===== config.mk =====
export PLATFORM = sky130hd
export DESIGN_NAME = rse_mag
export DESIGN_NICKNAME = d
export VERILOG_FILES = /design/src/sv/rse_pkg.sv /design/src/sv/rse_mag.sv
export SDC_FILE = /design/constraint.sdc
export NUM_CORES = 2
export LEC_CHECK = 0
export ABC_AREA = 1
export BUFFER_PORTS_ARGS = -buffer_cell sky130_fd_sc_hd__buf_2
export CORE_MARGIN = 4
export CORE_UTILIZATION = 50
export DETAILED_ROUTE_END_ITERATION = 8
export PLACE_DENSITY = 0.78
export SETUP_SLACK_MARGIN = 0.02
export SYNTH_ARGS = -nofsm -noshare
export SYNTH_HDL_FRONTEND = slang
export SYNTH_SLANG_ARGS = --single-unit

===== constraint.sdc =====
create_clock -name clk_i -period 10.1 [get_ports clk_i]
set_clock_uncertainty 0.1 [all_clocks]
set_input_delay 1.515 -clock clk_i [delete_from_list [all_inputs] [get_ports clk_i]]
set_output_delay 1.515 -clock clk_i [all_outputs]
set_load 0.005 [all_outputs]

===== src/sv/rse_pkg.sv =====
// package: widths, constants and beat types of the rgb sobel edge magnitude block
package rse_pkg;

  localparam int unsigned MaxWidthDef = 2048;
  localparam int unsigned CfgW        = 12;
  localparam int unsigned PixW        = 24;

  localparam logic [CfgW-1:0] WidthReset  = 12'd640;
  localparam logic [CfgW-1:0] HeightReset = 12'd480;

  // register indexes
  localparam logic CfgIdxWidth  = 1'b0;
  localparam logic CfgIdxHeight = 1'b1;

  typedef struct packed {
    logic [7:0] in_red;
    logic [7:0] in_green;
    logic [7:0] in_blue;
  } in_beat_t;

  typedef struct packed {
    logic [7:0]  out_red;
    logic [7:0]  out_green;
    logic [7:0]  out_blue;
    logic [10:0] out_col;
    logic [11:0] out_row;
    logic        frame_done;
  } out_beat_t;

  // sobel gradients of one 8-bit channel, window laid out as 9 bytes
  // p[r*3+c], r top..bottom, c left..right
  function automatic logic [16:0] sobel_sq_sum(input logic [8:0][7:0] p);
    logic signed [11:0] gx;
    logic signed [11:0] gy;
    logic [21:0] sx;
    logic [21:0] sy;
    gx = $signed({4'd0, p[0]}) - $signed({4'd0, p[2]})
       + $signed({3'd0, p[3], 1'b0}) - $signed({3'd0, p[5], 1'b0})
       + $signed({4'd0, p[6]}) - $signed({4'd0, p[8]});
    gy = $signed({4'd0, p[0]}) + $signed({3'd0, p[1], 1'b0}) + $signed({4'd0, p[2]})
       - $signed({4'd0, p[6]}) - $signed({3'd0, p[7], 1'b0}) - $signed({4'd0, p[8]});
    sx = 22'(gx * gx);
    sy = 22'(gy * gy);
    // anything at or above 65536 saturates, so clamp the sum to 17 bits
    sobel_sq_sum = ((sx + sy) > 22'd65535) ? 17'h10000 : 17'(sx + sy);
  endfunction

  // one restoring step of the square root: two radicand bits in, one root bit out
  typedef struct packed {
    logic [16:0] rem;
    logic [8:0]  root;
  } sqrt_st_t;

  function automatic sqrt_st_t sqrt_step(input sqrt_st_t s, input logic [16:0] v,
                                         input logic [3:0] k);
    sqrt_st_t   o;
    logic [18:0] r;
    logic [18:0] t;
    logic [17:0] vx;
    // top bit pair of the radicand is {0, v[16]}
    vx = {1'b0, v};
    r = {s.rem, vx[2*k+1 -: 2]};
    t = {8'd0, s.root, 2'b01};
    if (r >= 19'({s.root, 2'b01})) begin
      o.rem  = 17'(r - t);
      o.root = {s.root[7:0], 1'b1};
    end else begin
      o.rem  = 17'(r);
      o.root = {s.root[7:0], 1'b0};
    end
    sqrt_step = o;
  endfunction

endpackage


===== src/sv/rse_mag.sv =====
// three-channel sobel magnitude pipeline with registered square root stages
module rse_mag
  import rse_pkg::*;
(
  input  logic                clk_i,
  input  logic                rst_ni,
  input  logic                en_i,
  input  logic                valid_i,
  input  logic [2:0][8:0][7:0] win_i,
  input  logic                zero_i,
  input  logic [10:0]         col_i,
  input  logic [11:0]         row_i,
  input  logic                done_i,
  output logic                valid_o,
  output out_beat_t           beat_o
);

  // stage 0: squared sums, stages 1..3: three root bits each
  localparam int unsigned NStg = 4;

  typedef struct packed {
    logic       zero;
    logic [10:0] col;
    logic [11:0] row;
    logic       done;
  } side_t;

  logic [NStg-1:0]     vld_q;
  side_t [NStg-1:0]    side_q;
  logic [2:0][16:0]    val_q [NStg];
  sqrt_st_t [2:0]      st_q  [NStg];

  // pipeline valid bits
  always_ff @(posedge clk_i or negedge rst_ni) begin
    if (!rst_ni) begin
      vld_q <= '0;
    end else if (en_i) begin
      vld_q <= {vld_q[NStg-2:0], valid_i};
    end
  end

  // squared sums and root iterations
  always_ff @(posedge clk_i) begin
    if (en_i) begin
      side_q[0] <= '{zero: zero_i, col: col_i, row: row_i, done: done_i};
      for (int c = 0; c < 3; c++) begin
        val_q[0][c] <= sobel_sq_sum(win_i[c]);
        st_q[0][c]  <= '0;
      end
      for (int s = 1; s < NStg; s++) begin
        side_q[s] <= side_q[s-1];
        for (int c = 0; c < 3; c++) begin
          sqrt_st_t t;
          t = st_q[s-1][c];
          for (int k = 0; k < 3; k++) begin
            t = sqrt_step(t, val_q[s-1][c], 4'(8 - 3*(s-1) - k));
          end
          val_q[s][c] <= val_q[s-1][c];
          st_q[s][c]  <= t;
        end
      end
    end
  end

  // 9 root bits: 3 stages cover 8..0; root 256 only for the clamped sum
  logic [2:0][7:0] mag;
  always_comb begin
    for (int c = 0; c < 3; c++) begin
      mag[c] = st_q[NStg-1][c].root[8] ? 8'hff : st_q[NStg-1][c].root[7:0];
      if (side_q[NStg-1].zero) mag[c] = 8'd0;
    end
  end

  assign valid_o = vld_q[NStg-1];
  assign beat_o  = '{out_red: mag[0], out_green: mag[1], out_blue: mag[2],
                     out_col: side_q[NStg-1].col, out_row: side_q[NStg-1].row,
                     frame_done: side_q[NStg-1].done};

endmodule


==> reports/results.txt <==
Wire length of the first global-routing pass = 247 mm
Post-layout worst setup margin = -0.626 ns
First-pass iteration count of the detailed router = 6
Setup crit end kind = flip-flop
Average wire length per cell after detail routing = 14.9 um
Reg-to-reg critical path startpoint = st_q[2][0]
Net count after synthesis = 8982
Count of boundary I/O pins = 294
Setup repair after global routing missed its margin = yes
Synthesis Warnings = 0
Post-Synthesis Cell Area = 60400 um^2
Post-detailed-route count of antenna-violating nets = 0
Cell depth of the worst flop-to-flop path = 30
Slew @ Worst Pin = 1.05 ns
Total routing usage reported by global routing = 23.6%
Arrival time at the worst endpoint = 11.07 ns
Detailed-route DRC error count = 0
CP Max Fanout = 7
Post-Place Worst Slack = -1.36 ns
Worst endpoint required time = 10.44 ns
Initial core utilization = 50.4%
Die extent in y = 356 um
Clock Sink Count = 365
Area taken by flip-flops and latches = 10900 um^2
Flop-to-flop setup slack = 3.54 ns
Root buffer selected by CTS = sky130_fd_sc_hd__clkbuf_16
Total count of max-transition violations in the final report = 0
Largest net degree at the start of global routing = 186
Register clock-pin slew on the reported worst setup and hold paths = 0.06 ns
Worst path max stage delay = 0.61 ns
Top_reg_cell synth = sky130_fd_sc_hd__edfxtp_1
Maximum count of clock buffers along a single path = 3
Top-area cell type share of the netlist area = 30.9%
Worst-skew pair later-pin latency = 0.57 ns
Top post-synthesis cells by area = sky130_fd_sc_hd__fa_1, sky130_fd_sc_hd__edfxtp_1, sky130_fd_sc_hd__inv_1
Number of register bits inferred by synthesis = 365
Relative slew margins = 29.7%
Via/cell ratio = 4.99
Minimum period implied by the final worst setup slack = 10.73 ns
Die ar. = 126000 um^2
Number of global-route vias before repair = 53300
Share of synthesized flip-flops with an asynchronous set or reset = 1.10%
Classification of the worst setup path = in2reg
Count of buffers from port buffering = 269
GRT overflow = 0
Post-synthesis sequential area ratio = 18.1%
Element type at the critical path start = input pin
Cell taking the most area after synthesis = sky130_fd_sc_hd__fa_1
Area of all placed cells without fillers = 73500 um^2
Hold WC Path Type = reg2reg
Cell area after placement = 69700 um^2
Total wire length = 148 mm
Final Hold Viols = 0
Final setup fails = 51
Width of the die = 356 um
Net count of the finished layout = 9988
Result of the run = finished with violations
Count of max-cap constraint violations = 0
Period utilization = 106%
CTS tree = done
Post-synthesis instance total = 7302
Number of antenna violations at the first check in global routing = 2
Half-perimeter wire length of the detailed placement result = 124 mm
Placer Congestion = 0.927
Detailed-route via count = 49700
Maximum achievable frequency = 93.2 MHz
Capture endpoint of the worst hold path = val_q[1][4]
Drt initial violations = 2648
Min-Delay Path Depth = 0
Combined area of the multi-input logic cells = 43800 um^2
Area of the core = 120000 um^2
Destination of the worst register-to-register timing path = st_q[3][0]
Number of levels in the clock H-tree = 2
Launch instance of the worst min-delay path = val_q[0][55]
Cell repeated most along the worst path = sky130_fd_sc_hd__fa_1
Violations in the final reports = negative setup slack
Area growth from synthesis to layout = 21.6%
Number of rows created at floorplan = 127
Total of fill cells in the finished design = 9793
Number of flops mapped to enable cells by yosys = 361
Setup TNS after final layout = -28.29 ns
Count of different cell masters after synthesis = 61
Synthesized area per cell = 8.27 um^2
Layout cell share with drive strength beyond 1 = 21.4%
Hold-fix buffer count after cts = 0
Highest-delay cell along the critical path = sky130_fd_sc_hd__fa_1
TritonCTS buffer count = 44
==> sequential cells by signal, summed over array words and instances, names as in the netlist <==
register  count
vld_q         4
side_q       76
st_q        151
val_q       110
beat_o       24
==> metrics by stage <==
stage	hold WS [ns]	utilization, %	cells
after detailed placement	0.305	58.1	9781
after global placement	0.301	58.1	9781
final	0.311	61.2	9957
after CTS	0.313	60.6	9933
after floorplan	0.300	-	7302
after global routing	0.322	61.2	9956
==> synthesized netlist by cell type, types with 8 or more instances <==
| master | n |
|---|---|
| sky130_fd_sc_hd__inv_1 | 1994 |
| sky130_fd_sc_hd__nand2_1 | 1190 |
| sky130_fd_sc_hd__fa_1 | 934 |
| sky130_fd_sc_hd__nor2_1 | 787 |
| sky130_fd_sc_hd__ha_1 | 501 |
| sky130_fd_sc_hd__edfxtp_1 | 361 |
| sky130_fd_sc_hd__nand3_1 | 317 |
| sky130_fd_sc_hd__a21oi_1 | 222 |
| sky130_fd_sc_hd__o21ai_0 | 186 |
| sky130_fd_sc_hd__xor2_1 | 153 |
| sky130_fd_sc_hd__xnor2_1 | 99 |
| sky130_fd_sc_hd__nand4_1 | 66 |
| sky130_fd_sc_hd__nor3_1 | 49 |
| sky130_fd_sc_hd__clkbuf_1 | 38 |
| sky130_fd_sc_hd__or2_2 | 38 |
| sky130_fd_sc_hd__nand3b_1 | 30 |
| sky130_fd_sc_hd__nand2_2 | 29 |
| sky130_fd_sc_hd__nor2_2 | 26 |
| sky130_fd_sc_hd__buf_4 | 25 |
| sky130_fd_sc_hd__inv_2 | 23 |
| sky130_fd_sc_hd__nand3_2 | 21 |
| sky130_fd_sc_hd__clkinv_1 | 19 |
| sky130_fd_sc_hd__o21bai_1 | 18 |
| sky130_fd_sc_hd__nor2_4 | 14 |
| sky130_fd_sc_hd__a31oi_1 | 12 |
| sky130_fd_sc_hd__a211oi_1 | 10 |
| sky130_fd_sc_hd__and2_1 | 10 |
| sky130_fd_sc_hd__buf_2 | 10 |
| sky130_fd_sc_hd__buf_6 | 10 |
| sky130_fd_sc_hd__o211ai_1 | 10 |
| sky130_fd_sc_hd__o21a_1 | 10 |
| sky130_fd_sc_hd__nor4_1 | 9 |
| sky130_fd_sc_hd__o31ai_1 | 9 |
| sky130_fd_sc_hd__a21oi_2 | 8 |
==> worst max-delay path by stage <==
stage | cells after the start | from | end
after floorplan | 51 | win_i[139] | val_q[0][33]
after global placement | 46 | win_i[144] | val_q[0][50]
after detailed placement | 46 | win_i[144] | val_q[0][50]
after CTS | 52 | win_i[67] | val_q[0][16]
after global routing | 48 | win_i[139] | val_q[0][33]
final | 50 | win_i[51] | val_q[0][1]
==> worst max-delay path: cells and delay by family <==
| family | cells | cell delay (ns) |
|---|---|---|
| adders and majority gates | 12 | 5.62 |
| AOI/OAI and AO/OA | 9 | 1.21 |
| buffers and inverters | 14 | 1.14 |
| and+or+nand+nor | 14 | 1.44 |
| xor gates and xnor gates | 1 | 0.13 |
==> timing repair <==
action                     4_1_cts  5_1_grt
gates cloned                     7        1
setup endpoints to repair       51       51
setup buffers                   63       25
resized for setup              209      198
pin swaps                      134      125
==> metal layers <==
layer	wire (um)	vias up	GRT usage, %	share of wire [%]
li1	-	24000	-	-
met1	59000	24100	28.5	40
met2	76300	1321	43.4	52
met3	7530	329	2.93	5.1
met4	5040	0	7.66	3.4
met5	0	-	0	0
==> layout by cell type (no fill, tap or decap), drive strengths merged, types with 11 or more instances in the layout <==
cell,netlist,final
buf,46,1040
or2,38,38
inv,2017,2022
ha,501,501
nand3,342,342
nor3,51,51
clkbuf,38,54
edfxtp,361,361
fa,934,934
nand4,67,67
o21bai,18,18
a21oi,232,232
xnor2,99,99
clkinv,20,33
nand3b,30,30
nor2,831,831
and2,11,11
o21ai,195,195
a31oi,12,12
xor2,153,153
nand2,1223,1224
==> cell families (layout without fill, tap and decap cells) <==
kind of cell / after synthesis / count (layout) / share of synthesized area, %
AO/OA/AOI/OAI: 518 / 518 / 4.77
XOR/XNOR: 252 / 252 / 3.65
adder cells (fa/ha/maj): 1435 / 1435 / 41.3
buffers and inverters: 2121 / 3162 / 13.5
flip-flops: 365 / 365 / 18.1
multiplexers: 4 / 4 / 0.0745
other: 0 / 1 / 0
AND/OR/NAND/NOR: 2607 / 2608 / 18.6
==> area by class of cell <==
| type | instances | share of cell area, % |
|---|---|---|
| timing repair inverter | 1 | 0.0102 |
| sequential | 365 | 14.9 |
| clock inverter | 30 | 0.453 |
| tap | 1612 | 2.74 |
| clock buffer | 52 | 1.60 |
| timing repair buffer | 1042 | 10.3 |
| multi-input combinational | 4817 | 59.5 |
| inverter | 2037 | 10.5 |
| antenna | 1 | 0.00341 |
Power is not shown: default switching activity piles up to over one toggle a cycle in this logic, so the estimate is an artifact.
