**src/sv/rse_ram.sv**
```systemverilog
// generic simple dual-port ram: one write and one registered read per cycle
module rse_ram #(
  parameter int unsigned Width = 8,
  parameter int unsigned Depth = 16
) (
  input  logic                     clk_i,
  input  logic                     we_i,
  input  logic [$clog2(Depth)-1:0] waddr_i,
  input  logic [Width-1:0]         wdata_i,
  input  logic                     re_i,
  input  logic [$clog2(Depth)-1:0] raddr_i,
  output logic [Width-1:0]         rdata_o
);

  logic [Width-1:0] mem_q [Depth];

  // write port
  always_ff @(posedge clk_i) begin
    if (we_i) begin
      mem_q[waddr_i] <= wdata_i;
    end
  end

  // registered read
  always_ff @(posedge clk_i) begin
    if (re_i) begin
      rdata_o <= mem_q[raddr_i];
    end
  end

endmodule

```
**config.mk**
```make
export PLATFORM = sky130hd
export DESIGN_NAME = rse_ram
export DESIGN_NICKNAME = d
export VERILOG_FILES = /design/src/sv/rse_ram.sv
export SDC_FILE = /design/constraint.sdc
export NUM_CORES = 1
export LEC_CHECK = 0
export ABC_AREA = 0
export BUFFER_PORTS_ARGS = -buffer_cell sky130_fd_sc_hd__buf_2
export CORE_UTILIZATION = 50
export CTS_CLUSTER_DIAMETER = 50
export CTS_CLUSTER_SIZE = 16
export DETAILED_ROUTE_END_ITERATION = 16
export PLACE_DENSITY = 0.7
export SLEW_MARGIN = 25
export SYNTH_ARGS = -nofsm -noshare
export SYNTH_HDL_FRONTEND = slang
export SYNTH_SLANG_ARGS = --single-unit
```
**constraint.sdc**
```tcl
create_clock -name clk_i -period 1.6 [get_ports clk_i]
set_input_delay 0.08 -clock clk_i [delete_from_list [all_inputs] [get_ports clk_i]]
set_output_delay 0.08 -clock clk_i [all_outputs]
set_load 0.005 [all_outputs]
```
==> results of run 1 <==
==> kinds of logic (layout without fill, tap and decap cells) <==
kind of cell,count (synthesis),in the layout
and+or+nand+nor,35,35
DFF,136,136
buffers and inverters,10,91
muxes,32,32
AOI/OAI and AO/OA,16,16
==> per-layer routing <==
| metal | global-route usage | wire length [um] |
|---|---|---|
| met5 | 0 | 0 |
| met4 | 0.0653 | 124 |
| met3 | 0.0508 | 544 |
| met2 | 0.333 | 5140 |
| met1 | 0.263 | 4110 |
==> power groups by stage <==
stage / Sequential, mW / Clock, mW / Combinational [mW]
floorplan: 4.10 / 0 / 0.203
global placement: 4.11 / 0 / 0.367
detailed placement: 4.11 / 0 / 0.376
finish: 4.04 / 4.27 / 0.395
CTS: 4.04 / 4.32 / 0.398
global route: 4.04 / 4.46 / 0.427
==> area by class of cell <==
class	count	area, um^2
Sequential cell	136	4080
Clock buffer	17	414
Multi-Input combinational cell	83	1060
Tap cell	133	166
Timing Repair Buffer	59	438
Clock inverter	15	250
Fill cell	641	3540
==> cell usage in the layout, fill, tap and decap left out <==
cell type	instances
a22oi_1	15
a22oi_2	1
and2_1	1
and2b_1	1
buf_12	3
buf_2	26
buf_4	21
bufinv_16	6
clkbuf_16	16
clkbuf_8	1
clkinv_2	1
clkinv_4	3
clkinvlp_4	4
dlygate4sd3_1	9
edfxtp_1	136
inv_6	1
mux4_1	14
mux4_2	18
nand2_1	9
nand2b_1	2
nand3_1	1
nand3b_1	2
nor2_1	13
nor2b_1	1
nor3_1	4
or3b_2	1
==> per-stage QoR <==
| stage | instances | total power, mW | hold slack, ns | setup slack [ns] | utilization |
|---|---|---|---|---|---|
| 2_1_floorplan | 229 | 4.31 | 0.179 | 0.0271 | - |
| 6_report | 443 | 8.70 | 0.132 | 0.114 | 0.644 |
| 5_1_grt | 443 | 8.92 | 0.134 | 0.0474 | 0.644 |
| 3_5_place_dp | 402 | 4.49 | 0.472 | -0.0240 | 0.568 |
| 3_3_place_gp | 402 | 4.47 | 0.465 | -0.00138 | 0.568 |
| 4_1_cts | 443 | 8.75 | 0.114 | 0.0383 | 0.644 |
==> critical path: cells and delay by family (launching register included) <==
kind	cells	cell delay, ns
multiplexers	1	0.48
flip-flops	1	0.37
AND/OR/NAND/NOR	1	0.10
AO/OA/AOI/OAI	1	0.27
==> how the worst max path moves through the flow <==
stage,end,start,cells past startpoint,slack [ns]
floorplan,mem_q[0][0],waddr_i[2],2,0.03
global placement,rdata_o[1],raddr_i[0],5,-0.001
detailed placement,rdata_o[4],raddr_i[0],5,-0.02
CTS,rdata_o[4],mem_q[9][4],3,0.04
global route,rdata_o[1],mem_q[0][1],3,0.05
finish,rdata_o[6],mem_q[11][6],3,0.11
==> timing repair <==
| item | 4_1_cts | 5_1_grt |
|---|---|---|
| resized for setup | 0 | 1 |
| endpoints found under the setup margin | 0 | 1 |
| hold endpoints to repair | 136 | 0 |
| hold buffers | 9 | 0 |
==> registers in the layout, summed over array words and instances, names as in the netlist <==
name     cells
rdata_o      8
mem_q      128
==> out/qor.yml, run 1 <==
syn_avg_cell_area_um2: 22.8
clockPowerShare: 0.491
power_leakage_nw: 2.20
routed_via_density: 5.68
post_cts_buffers: 0
maxSlewViolCount: 0
clock_path_buffers: 2
syn_inst: 229
crit_type: "reg2reg"
synth.most_common_cell: "edfxtp_1"
grt_first_pass_wirelength_um: 15400
yosys.area_share.simple: 0.0314
place.gp.congestion: 0.759
synth-seq-cells: 136
antenna_found_initial: 0
timing.rr.end: "rdata_o[6]"
wl_per_cell_um: 22.4
cts.sinks: 136
seq_power_share: 0.464
synth_area_leaders: "edfxtp_1, mux4_2, mux4_1"
slowest_delay_ns: 0.48
antennaDiodeCount: 0
grt_max_degree: 33
final_cell_area_um2: 6410
fin_nets: 316
synth_top_area_frac: 0.781
clock-skew-final_ns: 0.00510
route.detailed.drc: 0
crit_slowest_cell: "mux4_2"
die_w_um: 104
synth_edf_count: 136
finalSetupViolCount: 0
outcome: "finished, final reports clean"
syn_nets: 248
fin_crit_sh: 0.929
cts_buffers: 17
initial_core_util: 0.525
die_y_um: 104
synth_top_area_cell: "edfxtp_1"
cts.clk_slew.worst_paths_ns: 0.06
htree_levels: 4
yosysUniqueCellTypes: 18
dr.first_iter.drc_count: 160
min_period_ns: 1.49
io_pins: 27
synthAdderAreaFrac: 0
max_slew_margin: 0.721
io_buffers: 26
rsz0062_at_grt: "false"
tightestPinTransition_ns: 0.419
cts_tree: "yes"
grt_pass1_vias: 2611
startpoint_type: "flip-flop"
setup_tns_ns: 0
cp.arrival_ns: 1.74
yosysWarningCount: 0
cellInternalPower_mw: 7.05
drtAntennaViolNets: 0
root_buffer: "clkbuf_8"
r2r-start: "mem_q[11][6]"
synth-async-reset-ratio: 0
placed_area_um2: 5660
r2r_slack_ns: 0.11
power.net_switching_mw: 1.66
drive_gt1_frac: 0.329
cp_max_fo: 1
synth_area_um2: 5230
end_kind: "flip-flop"
crit_chain: "mux4_2 -> a22oi_1 -> nand2_1"
totalWireLength_um: 9920
clock.fmax_ghz: 0.673
seq_area_frac_synth: 0.781
synth-compound-area-share: 0.0230
holdPathStages: 3
rr_worst_depth: 3
irDropWorstVdd_uv: 695
synth_ff_type: "edfxtp_1"
sw_frac_of_total: 0.190
coreArea_um2: 9950
fp.dieArea_um2: 10900
synthXorXnorAreaFrac: 0
synthTopCellsByCount: "edfxtp_1, mux4_2, a22oi_1"
synth_top_family_by_area: "multiplexers"
hold_path_end: "mem_q[4][3]"
num_vias: 2516
required_ns: 1.85
min-delay-start: "waddr_i[0]"
synthMuxAreaShare: 0.148
final-hold-violation-count: 0
cap_violations: 0
dr.pass1.iters: 5
pwr-share-comb: 0.045
overflow: 0
hp-class: "in2reg"
power_density_nw_per_um2: 1360
dp_hpwl_um: 6260
clock_latency_ns: 0.51
area_growth_pct: 22.7
track_usage: 0.201
rows: 36
No activity file was read; power rests on OpenSTA's default activity.
==> run 2: changes to the inputs <==
--- a/config.mk
+++ b/config.mk
@@ -7,11 +7,11 @@
 export LEC_CHECK = 0
 export ABC_AREA = 0
 export BUFFER_PORTS_ARGS = -buffer_cell sky130_fd_sc_hd__buf_2
-export CORE_UTILIZATION = 50
+export CORE_UTILIZATION = 45
 export CTS_CLUSTER_DIAMETER = 50
 export CTS_CLUSTER_SIZE = 16
 export DETAILED_ROUTE_END_ITERATION = 16
-export PLACE_DENSITY = 0.7
+export PLACE_DENSITY = 0.61
 export SLEW_MARGIN = 25
 export SYNTH_ARGS = -nofsm -noshare
 export SYNTH_HDL_FRONTEND = slang
==> out/qor.yml, run 2 (synthesis results as in run 1) <==
outcome: "finished, final reports clean"
routed.top_layer: "met4"
irDropWorstVdd_uv: 755  # +8.7%
largest_reg_flops: 128  # unchanged
end_kind: "flip-flop"
clock_path_buffers: 2  # unchanged
routed-wl-met3_um: 713  # +31%
cap_violations: 0  # unchanged
io_pins: 27  # unchanged
met2RoutedLength_um: 4860  # -5.5%
required_ns: 1.75  # -0.10 ns
maxSlewViolCount: 0  # unchanged
fin_crit_sh: 0.943  # +0.0145
final_cell_mix: "edfxtp_1, buf_2, buf_4, mux4_2, clkbuf_16"
cts.clk_slew.worst_paths_ns: 0.06  # about the same
reg_top3: "mem_q (128), rdata_o (8)"
fin_nets: 307  # -2.8%
antennaDiodeCount: 0  # unchanged
dp_hpwl_um: 6390  # +2.0%
cp.arrival_ns: 1.66  # -0.08 ns
m1WireLength_um: 4260  # +3.7%
fin_ws_ns: 0.0907  # -0.0232 ns
power_density_nw_per_um2: 1310  # -3.5%
dr.first_iter.drc_count: 207  # +29%
num_vias: 2432  # -3.3%
post_cts_resized: 0  # unchanged
die_y_um: 110  # +5.3%
place.gp.congestion: 0.700  # -7.7%
rows: 38  # +5.6%
totalWireLength_um: 9970  # +0.50%
clock-skew-final_ns: 0.00924  # +0.00414 ns
drive_gt1_frac: 0.329  # about the same
post-place-ws_ns: -0.0898  # -0.0658 ns
post_cts_buffers: 0  # unchanged
track_usage: 0.191  # -0.0104
power_leakage_nw: 2.11  # -3.8%
fp.dieArea_um2: 12100  # +11%
cts.sinks: 136  # unchanged
cts_tree: "yes"
initial_core_util: 0.472  # -0.0533
finalNonFillerCells: 441  # -0.45%
htree_levels: 4  # unchanged
wl_per_cell_um: 22.6  # +0.96%
area_growth_pct: 19.2
io_buffers: 26  # unchanged
dr.pass1.iters: 4  # -1
coreArea_um2: 11100  # +11%
hold_ws_ns: 0.0496  # -0.0821 ns
crit_type: "reg2reg"
grt_first_pass_wirelength_um: 15300  # about the same
cp_max_fo: 1  # unchanged
startpoint_type: "flip-flop"
clock_latency_ns: 0.41  # -0.10 ns
place_inst: 409  # +1.7%
max_slew_margin: 0.745  # +0.0246
antenna_found_initial: 0  # unchanged
routed_via_density: 5.51  # -2.9%
cts_buffers: 17  # unchanged
ctsHoldBuffers: 0  # -9
drtAntennaViolNets: 0  # unchanged
grt_max_degree: 24  # -27%
final-hold-violation-count: 0  # unchanged
die_w_um: 110  # +5.3%
finalSetupViolCount: 0  # unchanged
layout_commonest_cell: "edfxtp_1"
root_buffer: "clkbuf_16"
rsz0062_at_grt: "false"
overflow: 0  # unchanged
tightestPinTransition_ns: 0.382  # -0.0369 ns
min_period_ns: 1.51  # +0.0232 ns
clock.fmax_ghz: 0.663  # -1.5%
largest_register: "mem_q"
route.detailed.drc: 0  # unchanged
grt_pass1_vias: 2557  # -2.1%
hp-class: "in2reg"
==> run 2: cell types whose count changed in the layout (fill, tap and decap cells not counted), moves of 2 or more <==
cell / previous run / this run
inv_6: 1 / 3
clkbuf_1: 0 / 2
dlygate4sd3_1: 9 / 0
bufinv_16: 6 / 2
==> run 2: layout make-up <==
cell class	instances	area, um^2
clock inverter	13	148
sequential	136	4080
multi-input combinational	83	1060
tap	140	175
clock buffer	19	433
timing repair buffer	50	335
fill	841	4850
==> run 2: per-layer routing <==
metal	global-route usage	vias to the layer above
met1	0.270	1243
met4	0.0657	0
met2	0.289	78
li1	-	1100
met3	0.0498	11
met5	0	-
==> run 2: critical path, stage by stage, from the launching register on <==
cell	delay, ns
edfxtp_1	0.36
mux4_1	0.50
a22oi_1	0.30
nand2_1	0.09
==> run 2: report_power, final <==
group,internal [mW],switching [mW]
registers,4.01,0.0218
logic,0.165,0.210
clock network,2.31,1.44
==> run 2: final timing paths <==
check	end	startpoint	depth (start not counted)	slack, ns
min reg2reg	rdata_o[5]	mem_q[12][5]	3	0.76
min	mem_q[6][1]	wdata_i[1]	1	0.05
max reg2reg	rdata_o[2]	mem_q[8][2]	3	0.09
max	rdata_o[2]	mem_q[8][2]	3	0.09
==> run 2: through the flow <==
step                total power [mW]   util  setup TNS (ns)  area (um^2)
floorplan                       4.31      -               0         5230
global placement                4.48  0.510          -0.186         5650
detailed placement              4.49  0.510          -0.202         5650
CTS                             8.24  0.563               0         6230
global route                    8.44  0.563               0         6230
finish                          8.16  0.563               0         6230
==> run 3: changes to the inputs <==
--- a/config.mk
+++ b/config.mk
@@ -6,7 +6,8 @@
 export NUM_CORES = 1
 export LEC_CHECK = 0
 export ABC_AREA = 0
-export BUFFER_PORTS_ARGS = -buffer_cell sky130_fd_sc_hd__buf_2
+export ABC_CLOCK_PERIOD_IN_PS = 1600
+export BUFFER_PORTS_ARGS = -buffer_cell sky130_fd_sc_hd__buf_4
 export CORE_UTILIZATION = 45
 export CTS_CLUSTER_DIAMETER = 50
 export CTS_CLUSTER_SIZE = 16
==> out/qor.yml, run 3 (synthesis results as in run 1) <==
rsz0062_at_grt: "false"
post_cts_resized: 0  # unchanged
totalWireLength_um: 9560  # -4.1%
largest_register: "mem_q"
fin_crit_sh: 0.947  # +0.00343
post_cts_buffers: 0  # unchanged
coreArea_um2: 11100  # unchanged
final-hold-violation-count: 0  # unchanged
grt_max_degree: 17  # -29%
cp_max_fo: 1  # unchanged
ctsHoldBuffers: 6  # +6
max_slew_margin: 0.746  # about the same
drtAntennaViolNets: 0  # unchanged
cts_tree: "yes"
io_buffers: 26  # unchanged
cts.clk_slew.worst_paths_ns: 0.06  # about the same
slowest_delay_ns: 0.46  # -0.04 ns
htree_levels: 4  # unchanged
power_density_nw_per_um2: 1300  # -0.86%
cp.arrival_ns: 1.66  # about the same
required_ns: 1.74  # about the same
root_buffer: "clkbuf_16"
cts.sinks: 136  # unchanged
routed_via_density: 5.50  # -0.23%
track_usage: 0.180  # -0.0106
layout_commonest_cell: "edfxtp_1"
hp-class: "in2reg"
min_period_ns: 1.51  # +0.00549 ns
place.gp.congestion: 0.750  # +7.1%
dr.pass1.iters: 4  # unchanged
fin_nets: 324  # +5.5%
finalSetupViolCount: 0  # unchanged
crit_type: "reg2reg"
irDropWorstVdd_uv: 810  # +7.3%
utilization: 0.585  # +0.0227
finalPower_mw: 8.42  # +3.1%
clock_path_buffers: 2  # unchanged
crit_slowest_cell: "mux4_2"
initial_core_util: 0.472  # unchanged
num_vias: 2520  # +3.6%
maxSlewViolCount: 0  # unchanged
grt_pass1_vias: 2584  # +1.1%
rows: 38  # unchanged
die_y_um: 110  # unchanged
grt_first_pass_wirelength_um: 14700  # -4.5%
final_cell_mix: "edfxtp_1, buf_4, mux4_2, clkbuf_16, a22oi_1"
startpoint_type: "flip-flop"
antenna_found_initial: 0  # unchanged
io_pins: 27  # unchanged
dp_hpwl_um: 6330  # -0.84%
clock-skew-final_ns: 0.00688  # -0.00236 ns
tightestPinTransition_ns: 0.382  # -0.000473 ns
fp.dieArea_um2: 12100  # unchanged
route.detailed.drc: 0  # unchanged
largest_reg_flops: 128  # unchanged
area_growth_pct: 24.0
dr.first_iter.drc_count: 145  # -30%
clock.fmax_ghz: 0.660  # -0.36%
setup_tns_ns: 0  # unchanged
crit_chain: "mux4_2 -> a22oi_1 -> nand2_1"
die_w_um: 110  # unchanged
antennaDiodeCount: 0  # unchanged
cap_violations: 0  # unchanged
reg_top3: "mem_q (128), rdata_o (8)"
drive_gt1_frac: 0.343  # +0.0139
clock_latency_ns: 0.40  # about the same
wl_per_cell_um: 20.9  # -7.7%
cp_num_buf_inv: 0  # unchanged
power_leakage_nw: 2.24  # +6.0%
overflow: 0  # unchanged
outcome: "finished, final reports clean"
cts_buffers: 17  # unchanged
end_kind: "flip-flop"
critical-path-top-delay-family: "multiplexers"
## run 3: cell types whose count changed in the layout (fill, tap and decap cells not counted), moves of 2 or more
| cell | before | now |
|---|---|---|
| bufinv_16 | 2 | 4 |
| buf_4 | 22 | 58 |
| clkinv_2 | 1 | 3 |
| dlygate4sd3_1 | 0 | 6 |
| inv_6 | 3 | 0 |
| buf_2 | 26 | 0 |
## run 3: report_power, final
part	total, mW	switching, mW	internal [mW]
combinational	0.424	0.213	0.211
sequential	4.03	0.0191	4.02
clock	3.96	1.36	2.59
total	8.42	1.60	6.82
## run 3: path summary, 6_finish.rpt
kind,startpoint,end,slack (ns),depth (start not counted)
hold / removal,wdata_i[5],mem_q[12][5],0.01,1
hold reg to reg,mem_q[15][4],rdata_o[4],0.74,3
setup / recovery,mem_q[2][7],rdata_o[7],0.09,3
setup reg to reg,mem_q[2][7],rdata_o[7],0.09,3
## run 3: routing by layer
layer | track usage | vias up | part of all wire
met1 | 0.255 | 1304 | 0.44
met5 | 0 | - | 0
met3 | 0.0356 | 9 | 0.051
li1 | - | 1137 | -
met2 | 0.279 | 70 | 0.50
met4 | 0.0686 | 0 | 0.0089
## run 3: through the flow
| stage | std cells | area, um^2 | setup WS (ns) | hold slack, ns |
|---|---|---|---|---|
| 2_1_floorplan | 229 | 5230 | 0.0271 | 0.179 |
| 3_3_place_gp | 420 | 5810 | 0.0249 | 0.384 |
| 3_5_place_dp | 420 | 5810 | 0.0196 | 0.387 |
| 4_1_cts | 458 | 6480 | 0.0819 | 0.00165 |
| 5_1_grt | 458 | 6480 | 0.0120 | 0.0173 |
| 6_report | 458 | 6480 | 0.0853 | 0.0117 |
## run 3: area by class of cell
type / instances / area (um^2)
clock buffers: 19 / 433
clock inverters: 13 / 179
well taps: 140 / 175
multi-input cells: 83 / 1060
flip-flops and latches: 136 / 4080
repair buffers: 67 / 556
fillers: 817 / 4590
